===== src/hw/rtl/mbfp_pkg.sv =====
// Shared types and constants for the MSB-first bit field packer.
// Used by the controller, the datapath, the top level and the checks; no dependencies.

package mbfp_pkg;

    // Field widths of one input item and one result
    localparam int unsigned ValueW = 64;
    localparam int unsigned WidthW = 7;
    localparam int unsigned ByteW  = 8;
    localparam int unsigned IndexW = 12;
    localparam int unsigned CountW = 13;
    localparam int unsigned BitCntW = 3;

    // Packed beat widths on the stream ports
    localparam int unsigned InTdataW  = 80;
    localparam int unsigned OutTdataW = 24;

    // Bit positions inside the input tdata
    localparam int unsigned InWidthLsb = 64;
    localparam int unsigned InAlignBit = 71;
    localparam int unsigned InStartBit = 72;

    // Controller states, one-hot
    typedef enum logic [1:0] {
        S_IDLE = 2'b01,
        S_RUN  = 2'b10
    } t_state;

    // Commands from controller to datapath
    typedef struct packed {
        logic load;
        logic step;
    } t_ctrl_cmd;

    // Status from datapath to controller
    typedef struct packed {
        logic out_free;
        logic work_done;
    } t_dp_status;

endpackage


===== src/hw/rtl/mbfp_ctrl.sv =====
// Controller of the bit field packer: sequences load and per-byte steps.
// Depends on mbfp_pkg for the state and command/status types.

module mbfp_ctrl (
    input  logic                i_clk,
    input  logic                i_rst_n,
    input  logic                i_in_valid,
    output logic                o_in_ready,
    input  mbfp_pkg::t_dp_status i_status,
    output mbfp_pkg::t_ctrl_cmd  o_cmd
);

    mbfp_pkg::t_state r_state;
    mbfp_pkg::t_state n_state;

    // Take an item only while idle
    assign o_in_ready = (r_state == mbfp_pkg::S_IDLE);

    // Issue commands and choose the next state
    always_comb begin
        n_state    = r_state;
        o_cmd.load = 1'b0;
        o_cmd.step = 1'b0;
        unique case (r_state)
            mbfp_pkg::S_IDLE: begin
                if (i_in_valid) begin
                    o_cmd.load = 1'b1;
                    n_state    = mbfp_pkg::S_RUN;
                end
            end
            mbfp_pkg::S_RUN: begin
                if (i_status.out_free) begin
                    o_cmd.step = 1'b1;
                    if (i_status.work_done) begin
                        n_state = mbfp_pkg::S_IDLE;
                    end
                end
            end
            default: begin
                n_state = mbfp_pkg::S_IDLE;
            end
        endcase
    end

    // Hold the state
    always_ff @(posedge i_clk) begin
        if (!i_rst_n) begin
            r_state <= mbfp_pkg::S_IDLE;
        end else begin
            r_state <= n_state;
        end
    end

endmodule


===== src/hw/rtl/mbfp_dp.sv =====
// Datapath of the bit field packer: capacity register, pending byte, byte
// count, field shifter and the output register. Depends on mbfp_pkg.

module mbfp_dp #(
    parameter int unsigned MAX_BYTES = 4096
) (
    input  logic                                 i_clk,
    input  logic                                 i_rst_n,
    input  logic                                 i_cfg_wr_en,
    input  logic [mbfp_pkg::CountW-1:0]          i_cfg_wr_data,
    input  logic [mbfp_pkg::ValueW-1:0]          i_field_value,
    input  logic [mbfp_pkg::WidthW-1:0]          i_field_width,
    input  logic                                 i_align_first,
    input  logic                                 i_start_new,
    input  mbfp_pkg::t_ctrl_cmd                  i_cmd,
    output mbfp_pkg::t_dp_status                 o_status,
    output logic                                 o_out_valid,
    input  logic                                 i_out_ready,
    output logic [mbfp_pkg::ByteW-1:0]           o_out_byte,
    output logic [mbfp_pkg::IndexW-1:0]          o_byte_index,
    output logic                                 o_overflow,
    output logic                                 o_last
);

    // Effective capacity is the written value limited to the smaller of MAX_BYTES and 8191
    localparam int unsigned CapLimit = (MAX_BYTES < 8191) ? MAX_BYTES : 8191;
    localparam int unsigned CapReset = (MAX_BYTES < 4096) ? MAX_BYTES : 4096;

    logic [mbfp_pkg::CountW-1:0]  r_cap;
    logic [mbfp_pkg::ByteW-1:0]   r_pend,  n_pend;
    logic [mbfp_pkg::BitCntW-1:0] r_cnt,   n_cnt;
    logic [mbfp_pkg::CountW-1:0]  r_bd,    n_bd;
    logic [mbfp_pkg::ValueW-1:0]  r_sh,    n_sh;
    logic [mbfp_pkg::WidthW-1:0]  r_rem,   n_rem;
    logic                         r_align, n_align;
    logic                         r_out_valid;
    logic [mbfp_pkg::ByteW-1:0]   r_out_byte,  n_out_byte;
    logic [mbfp_pkg::IndexW-1:0]  r_out_idx,   n_out_idx;
    logic                         r_out_ovf,   n_out_ovf;
    logic                         r_out_last,  n_out_last;

    logic                         res_valid;
    logic                         work_done;
    logic [3:0]                   room;
    logic [3:0]                   take;
    logic [mbfp_pkg::ByteW-1:0]   merged;
    logic                         fills;
    logic [mbfp_pkg::CountW-1:0]  bd_inc;
    logic                         cap_hit;
    logic                         cap_hit_inc;
    logic [mbfp_pkg::WidthW-1:0]  rem_left;
    logic [mbfp_pkg::WidthW-1:0]  load_shift;
    logic                         load_restart_cnt0;

    // Capacity register, clamped on write
    always_ff @(posedge i_clk) begin
        if (!i_rst_n) begin
            r_cap <= mbfp_pkg::CountW'(CapReset);
        end else if (i_cfg_wr_en) begin
            r_cap <= (i_cfg_wr_data > mbfp_pkg::CountW'(CapLimit))
                   ? mbfp_pkg::CountW'(CapLimit) : i_cfg_wr_data;
        end
    end

    // Step arithmetic: bits that fit in the pending byte this step
    assign room        = 4'd8 - {1'b0, r_cnt};
    assign take        = (r_rem < {3'b000, room}) ? r_rem[3:0] : room;
    assign merged      = r_pend | (r_sh[mbfp_pkg::ValueW-1 -: mbfp_pkg::ByteW] >> r_cnt);
    assign fills       = (({1'b0, r_cnt} + take) == 4'd8);
    assign bd_inc      = r_bd + mbfp_pkg::CountW'(1);
    assign cap_hit     = (r_bd >= r_cap);
    assign cap_hit_inc = (bd_inc >= r_cap);
    assign rem_left    = r_rem - {3'b000, take};

    // Left-align the field so its first bit sits at the top of the shifter
    assign load_shift        = mbfp_pkg::WidthW'(64) - i_field_width;
    assign load_restart_cnt0 = i_start_new || (r_cnt == '0);

    // Next state of the packing registers
    always_comb begin
        n_pend      = r_pend;
        n_cnt       = r_cnt;
        n_bd        = r_bd;
        n_sh        = r_sh;
        n_rem       = r_rem;
        n_align     = r_align;
        n_out_byte  = r_out_byte;
        n_out_idx   = r_out_idx;
        n_out_ovf   = r_out_ovf;
        n_out_last  = r_out_last;
        res_valid   = 1'b0;
        work_done   = 1'b1;

        if (i_cmd.load) begin
            // Restart first, then note whether a pad byte is owed
            if (i_start_new) begin
                n_pend = '0;
                n_cnt  = '0;
                n_bd   = '0;
            end
            n_align = i_align_first && !load_restart_cnt0;
            if (i_field_width <= mbfp_pkg::WidthW'(64)) begin
                n_rem = i_field_width;
                n_sh  = i_field_value << load_shift;
            end else begin
                n_rem = '0;
                n_sh  = '0;
            end
        end else if (i_cmd.step) begin
            if (r_align) begin
                // Pad and emit the partial byte
                res_valid  = 1'b1;
                n_out_byte = r_pend;
                n_out_idx  = r_bd[mbfp_pkg::IndexW-1:0];
                n_out_ovf  = 1'b0;
                n_out_last = !((r_rem != '0) && (cap_hit_inc || (r_rem >= 7'd8)));
                n_pend     = '0;
                n_cnt      = '0;
                n_bd       = bd_inc;
                n_align    = 1'b0;
                work_done  = (r_rem == '0);
            end else if (r_rem == '0) begin
                // Nothing left to write
                work_done = 1'b1;
            end else if (cap_hit) begin
                // Abort the item with an overflow result
                res_valid  = 1'b1;
                n_out_byte = '0;
                n_out_idx  = r_bd[mbfp_pkg::IndexW-1:0];
                n_out_ovf  = 1'b1;
                n_out_last = 1'b1;
                n_rem      = '0;
                work_done  = 1'b1;
            end else begin
                // Move up to a byte's worth of bits into the pending byte
                n_sh      = r_sh << take;
                n_rem     = rem_left;
                work_done = (rem_left == '0);
                if (fills) begin
                    res_valid  = 1'b1;
                    n_out_byte = merged;
                    n_out_idx  = r_bd[mbfp_pkg::IndexW-1:0];
                    n_out_ovf  = 1'b0;
                    n_out_last = !((rem_left != '0) &&
                                   (cap_hit_inc || (rem_left >= 7'd8)));
                    n_pend     = '0;
                    n_cnt      = '0;
                    n_bd       = bd_inc;
                end else begin
                    n_pend = merged;
                    n_cnt  = r_cnt + take[mbfp_pkg::BitCntW-1:0];
                end
            end
        end
    end

    // Packing state and result payload
    always_ff @(posedge i_clk) begin
        if (!i_rst_n) begin
            r_pend  <= '0;
            r_cnt   <= '0;
            r_bd    <= '0;
            r_rem   <= '0;
            r_align <= 1'b0;
        end else begin
            r_pend  <= n_pend;
            r_cnt   <= n_cnt;
            r_bd    <= n_bd;
            r_rem   <= n_rem;
            r_align <= n_align;
        end
    end

    always_ff @(posedge i_clk) begin
        r_sh       <= n_sh;
        r_out_byte <= n_out_byte;
        r_out_idx  <= n_out_idx;
        r_out_ovf  <= n_out_ovf;
        r_out_last <= n_out_last;
    end

    // Output register valid: set on a new result, drop once taken
    always_ff @(posedge i_clk) begin
        if (!i_rst_n) begin
            r_out_valid <= 1'b0;
        end else if (res_valid) begin
            r_out_valid <= 1'b1;
        end else if (i_out_ready) begin
            r_out_valid <= 1'b0;
        end
    end

    assign o_status.out_free  = !r_out_valid || i_out_ready;
    assign o_status.work_done = work_done;

    assign o_out_valid  = r_out_valid;
    assign o_out_byte   = r_out_byte;
    assign o_byte_index = r_out_idx;
    assign o_overflow   = r_out_ovf;
    assign o_last       = r_out_last;

endmodule


===== src/hw/rtl/msb_first_bit_field_packer.sv =====
// Top level of the MSB-first bit field packer: stream ports, controller
// and datapath. Depends on mbfp_pkg, mbfp_ctrl and mbfp_dp.

// Packs fields of 0 to 64 bits, first bit into bit 7, into numbered bytes.
// One item is taken at a time: it is loaded, then handled step by step,
// where a step emits the padded partial byte, moves up to a byte of field
// bits into the pending byte, or gives the overflow result. The single
// output register makes each step wait while a beat is stalled.
// Capacity writes take effect at once and belong between items.

module msb_first_bit_field_packer #(
    parameter int unsigned MAX_BYTES = 4096
) (
    input  logic                              i_clk,
    input  logic                              i_rst_n,
    // Capacity register write
    input  logic                              i_cfg_wr_en,
    input  logic [mbfp_pkg::CountW-1:0]       i_cfg_wr_data,
    // Input items
    input  logic                              i_s_axis_tvalid,
    output logic                              o_s_axis_tready,
    // field_value[63:0], field_width[70:64], align_first[71], start_new[72],
    // zero [79:73]
    input  logic [mbfp_pkg::InTdataW-1:0]     i_s_axis_tdata,
    // Result beats
    output logic                              o_m_axis_tvalid,
    input  logic                              i_m_axis_tready,
    // out_byte[7:0], byte_index[19:8], zero [23:20]
    output logic [mbfp_pkg::OutTdataW-1:0]    o_m_axis_tdata,
    // overflow[0]
    output logic                              o_m_axis_tuser,
    output logic                              o_m_axis_tlast
);

    mbfp_pkg::t_ctrl_cmd  cmd;
    mbfp_pkg::t_dp_status status;

    logic [mbfp_pkg::ByteW-1:0]  out_byte;
    logic [mbfp_pkg::IndexW-1:0] byte_index;

    mbfp_ctrl u_ctrl (
        .i_clk      (i_clk),
        .i_rst_n    (i_rst_n),
        .i_in_valid (i_s_axis_tvalid),
        .o_in_ready (o_s_axis_tready),
        .i_status   (status),
        .o_cmd      (cmd)
    );

    mbfp_dp #(
        .MAX_BYTES (MAX_BYTES)
    ) u_dp (
        .i_clk         (i_clk),
        .i_rst_n       (i_rst_n),
        .i_cfg_wr_en   (i_cfg_wr_en),
        .i_cfg_wr_data (i_cfg_wr_data),
        .i_field_value (i_s_axis_tdata[mbfp_pkg::ValueW-1:0]),
        .i_field_width (i_s_axis_tdata[mbfp_pkg::InWidthLsb +: mbfp_pkg::WidthW]),
        .i_align_first (i_s_axis_tdata[mbfp_pkg::InAlignBit]),
        .i_start_new   (i_s_axis_tdata[mbfp_pkg::InStartBit]),
        .i_cmd         (cmd),
        .o_status      (status),
        .o_out_valid   (o_m_axis_tvalid),
        .i_out_ready   (i_m_axis_tready),
        .o_out_byte    (out_byte),
        .o_byte_index  (byte_index),
        .o_overflow    (o_m_axis_tuser),
        .o_last        (o_m_axis_tlast)
    );

    // Pack the result beat
    assign o_m_axis_tdata = {4'b0000, byte_index, out_byte};

endmodule


===== config.mk =====
export PLATFORM = sky130hd
export DESIGN_NAME = msb_first_bit_field_packer
export DESIGN_NICKNAME = d
export VERILOG_FILES = /design/src/hw/rtl/mbfp_pkg.sv /design/src/hw/rtl/mbfp_ctrl.sv /design/src/hw/rtl/mbfp_dp.sv /design/src/hw/rtl/msb_first_bit_field_packer.sv
export SDC_FILE = /design/constraint.sdc
export NUM_CORES = 1
export LEC_CHECK = 0
export ABC_AREA = 1
export BUFFER_PORTS_ARGS = -buffer_cell sky130_fd_sc_hd__clkbuf_2
export CAP_MARGIN = 5
export CELL_PAD_IN_SITES_DETAIL_PLACEMENT = 1
export CELL_PAD_IN_SITES_GLOBAL_PLACEMENT = 2
export CORE_UTILIZATION = 33
export CTS_CLUSTER_DIAMETER = 40
export DETAILED_ROUTE_END_ITERATION = 16
export PLACE_DENSITY = 0.9
export SETUP_SLACK_MARGIN = 0.3
export SLEW_MARGIN = 30
export SYNTH_ARGS = -nofsm -noshare
export SYNTH_HDL_FRONTEND = slang
export SYNTH_HIERARCHICAL = 1
export SYNTH_SLANG_ARGS = --single-unit

===== constraint.sdc =====
create_clock -name i_clk -period 5.98 [get_ports i_clk]
set_input_delay 0 -clock i_clk [delete_from_list [all_inputs] [get_ports i_clk]]
set_output_delay 0 -clock i_clk [all_outputs]
set_load 0.02 [all_outputs]

==> results.yml <==
status:
  status: "finished, final reports clean"
routing:
  vias_per_cell: 5.54
  route.vias.total: 14600
  wire_per_inst_um: 18.6
  ant_nets: 0
  drtIter0Drc: 1005
  drtPass1Iterations: 5
  wl_um: 49100
  drc: 0
clock_tree:
  cts_tree: "done"
  clockBufferDepth: 2
  cts-htree-levels: 4
  clk_pin_slew_ns: 0.07
  cts_sinks: 134
  root_buffer: "clkbuf_16"
  postCtsSetupBuffers: 0
  clk_latency_ns: 0.44
  cts_buffers: 17
synth:
  synth_seq_cells: 134
  async_flop_share_pct: 0
  yosys_warnings: 6
  synth_cell_types: 49
  ys_seq_area_share_pct: 27.1
  synth_edf_count: 86
  synth_cells: 2076
  netlist_top_cells_count: "nand2_1, nand3_1, o21ai_0"
  synth.area.top_cells: "edfxtp_1, nand2_1, nand3_1"
  synth_top_area_share_pct: 19.7
  netlist_area_um2: 13100
  synth_most_common_cell: "nand2_1"
  syn_avg_cell_area_um2: 6.30
  synthFlopType: "edfxtp_1"
  synth_area_leader_cell: "edfxtp_1"
sta:
  maxSlewHeadroom_pct: 36.1
  finalHoldViolations: 0
  clock.fmax_ghz: 0.224
  rsz0062_at_grt: "no"
  min_period_over_period_pct: 74.8
  fin_hold_ws_ns: 0.0561
  worstMarginPinSlew_ns: 0.954
  drv_slew: 0
  setup_viol: 0
  fin_skew_ns: 0.00945
  setup-tns-final_ns: 0
  final.min_clock_period_ns: 4.47
worst_setup_path:
  crit_slowest_cell: "clkinv_2"
  crit_chain: "clkinv_1 > ha_1 > ha_1 > inv_1 > nand2_1 > nand2_1 > inv_1 > nand2_1 > nand2_1 > nand2_2 > nand2_1 > nand2_2 > clkinv_2 > o21ai_1 > or2_1 > o211ai_1 > nand3_1 > nand3b_1"
  endpoint_kind: "flop"
  cp_common_cell: "nand2_1"
  ff2ff_setup_slack_ns: 1.51
  r2r_cells: 18
  critPathArrivalTime_ns: 4.63
  slowest_delay_ns: 0.62
  crit_required_ns: 6.14
  startpoint_type: "flop"
  worstPathMaxFanout: 56
  path_class: "flop to flop"
floorplan:
  num_rows: 72
  dieArea_um2: 40400
  core_um2: 38800
  die_w_um: 201
  start_util_pct: 33.7
  dieHeight_um: 201
  io_pins: 126
grt:
  grt_pass1_wl_um: 79400
  grt_max_degree: 110
  grt_use_total_pct: 24.3
  antenna_found_initial: 3
  grt_overflow: 0
  grt_pass1_vias: 14800
flow_run:
  cap_violations: 0
final_layout:
  drive_gt1_share_pct: 9.23
  utilization_pct: 38.1
  nNetsFinal: 2245
  fill_cells: 5077
  area_growth_pct: 13.1
  final_cells: 2642
  design_area_um2: 14800
power:
  power_per_cell_area_nw_per_um2: 435
  vdd_drop_max_uv: 357
  leakage_uw: 0.00633
place:
  port_buffers: 114
  place_congestion: 0.911
  dp.cells: 2585
  post_dp_cell_area_um2: 13900
  dp_hpwl_um: 36500
hold_path:
  hp-class: "input pin to flop"
  hold_depth: 6
[cells in the final DEF, fill, tap and decap left out, types with 47 or more instances in the layout]
cell,count
o21ai_1,90
nor2_1,72
edfxtp_1,86
clkbuf_2,114
o211ai_1,107
o21ai_0,182
dfxtp_1,48
nand3_1,256
nand2_1,627
inv_1,137
a21oi_1,68
or2_1,47
[state kept, by name (all words and copies together), names as in the netlist]
| name | flops |
|---|---|
| u_dp/r_sh | 64 |
| u_dp/r_bd | 13 |
| u_dp/r_cap | 13 |
| u_dp/o_byte_index | 12 |
| u_dp/o_out_byte | 8 |
| u_dp/r_pend | 8 |
| u_dp/r_rem | 7 |
| u_dp/r_cnt | 3 |
| u_ctrl/r_state | 2 |
| u_dp/o_last | 1 |
| u_dp/o_out_valid | 1 |
| u_dp/o_overflow | 1 |
| u_dp/r_align | 1 |
[area by class of cell]
cell class	count	area (um2)	share of cell area, %
diodes	1	2.50	0.0169
clock buffers	17	425	2.88
clock inverters	15	215	1.46
inverters	153	579	3.92
multi-input cells	1649	8430	57.0
flip-flops and latches	134	3540	24.0
well taps	518	648	4.38
repair buffers	155	942	6.37
[layer usage]
| layer | vias up | global-route usage [%] | wire length (um) |
|---|---|---|---|
| li1 | 7179 | - | - |
| met1 | 7038 | 32.6 | 23000 |
| met2 | 354 | 40.8 | 23300 |
| met3 | 64 | 2.29 | 1700 |
| met4 | 0 | 8.04 | 1150 |
| met5 | - | 0 | 0 |
[metrics by stage]
| stage | power (uW) | setup slack, ns |
|---|---|---|
| global placement | 5040 | 1.69 |
| CTS | 6370 | 1.54 |
| global route | 6920 | 1.04 |
| finish | 6430 | 1.51 |
| floorplan | 4200 | 1.67 |
| detailed placement | 5150 | 1.56 |
[kinds of logic after synthesis]
kind of cell    Yosys count  synth area share [%]
buf+inv                 296                  9.00
compound gates          494                  21.7
fa+ha+maj                37                  3.60
flops                   134                  27.1
simple gates           1080                  36.1
xor+xnor                 13                 0.928
other cells               1                0.0287
mux                      21                  1.61
[final timing paths]
| kind | start | endpoint |
|---|---|---|
| max | u_dp/r_cnt[1]$_SDFFE_PN0P_ | u_dp/r_sh[54]$_DFFE_PP_ |
| min | i_m_axis_tready | u_dp/o_out_valid$_SDFFE_PN0P_ |
| max reg2reg | u_dp/r_cnt[1]$_SDFFE_PN0P_ | u_dp/r_sh[54]$_DFFE_PP_ |
| min reg2reg | u_dp/r_pend[3]$_SDFFE_PN0P_ | u_dp/r_pend[3]$_SDFFE_PN0P_ |
[report_power, final]
part | internal, uW | leakage [uW] | switching [uW]
registers | 1350 | 0.00122 | 122
logic | 1180 | 0.00479 | 2610
clock network | 710 | 0.000316 | 460
total | 3240 | 0.00633 | 3190
[timing repair]
action | in CTS | in global routing
resized for setup | 0 | 0
hold buffers | 24 | 0
hold endpoints to repair | 22 | 0
[critical path, delay by kind of cell, from the launching register on]
family                   cells  cell delay [ns]
flip-flops                   1             0.55
AO/OA/AOI/OAI                2             0.64
AND/OR/NAND/NOR             10             1.30
buffers and inverters        4             1.13
adder cells (fa/ha/maj)      2             0.56
Power figures use the tool's default switching activity.
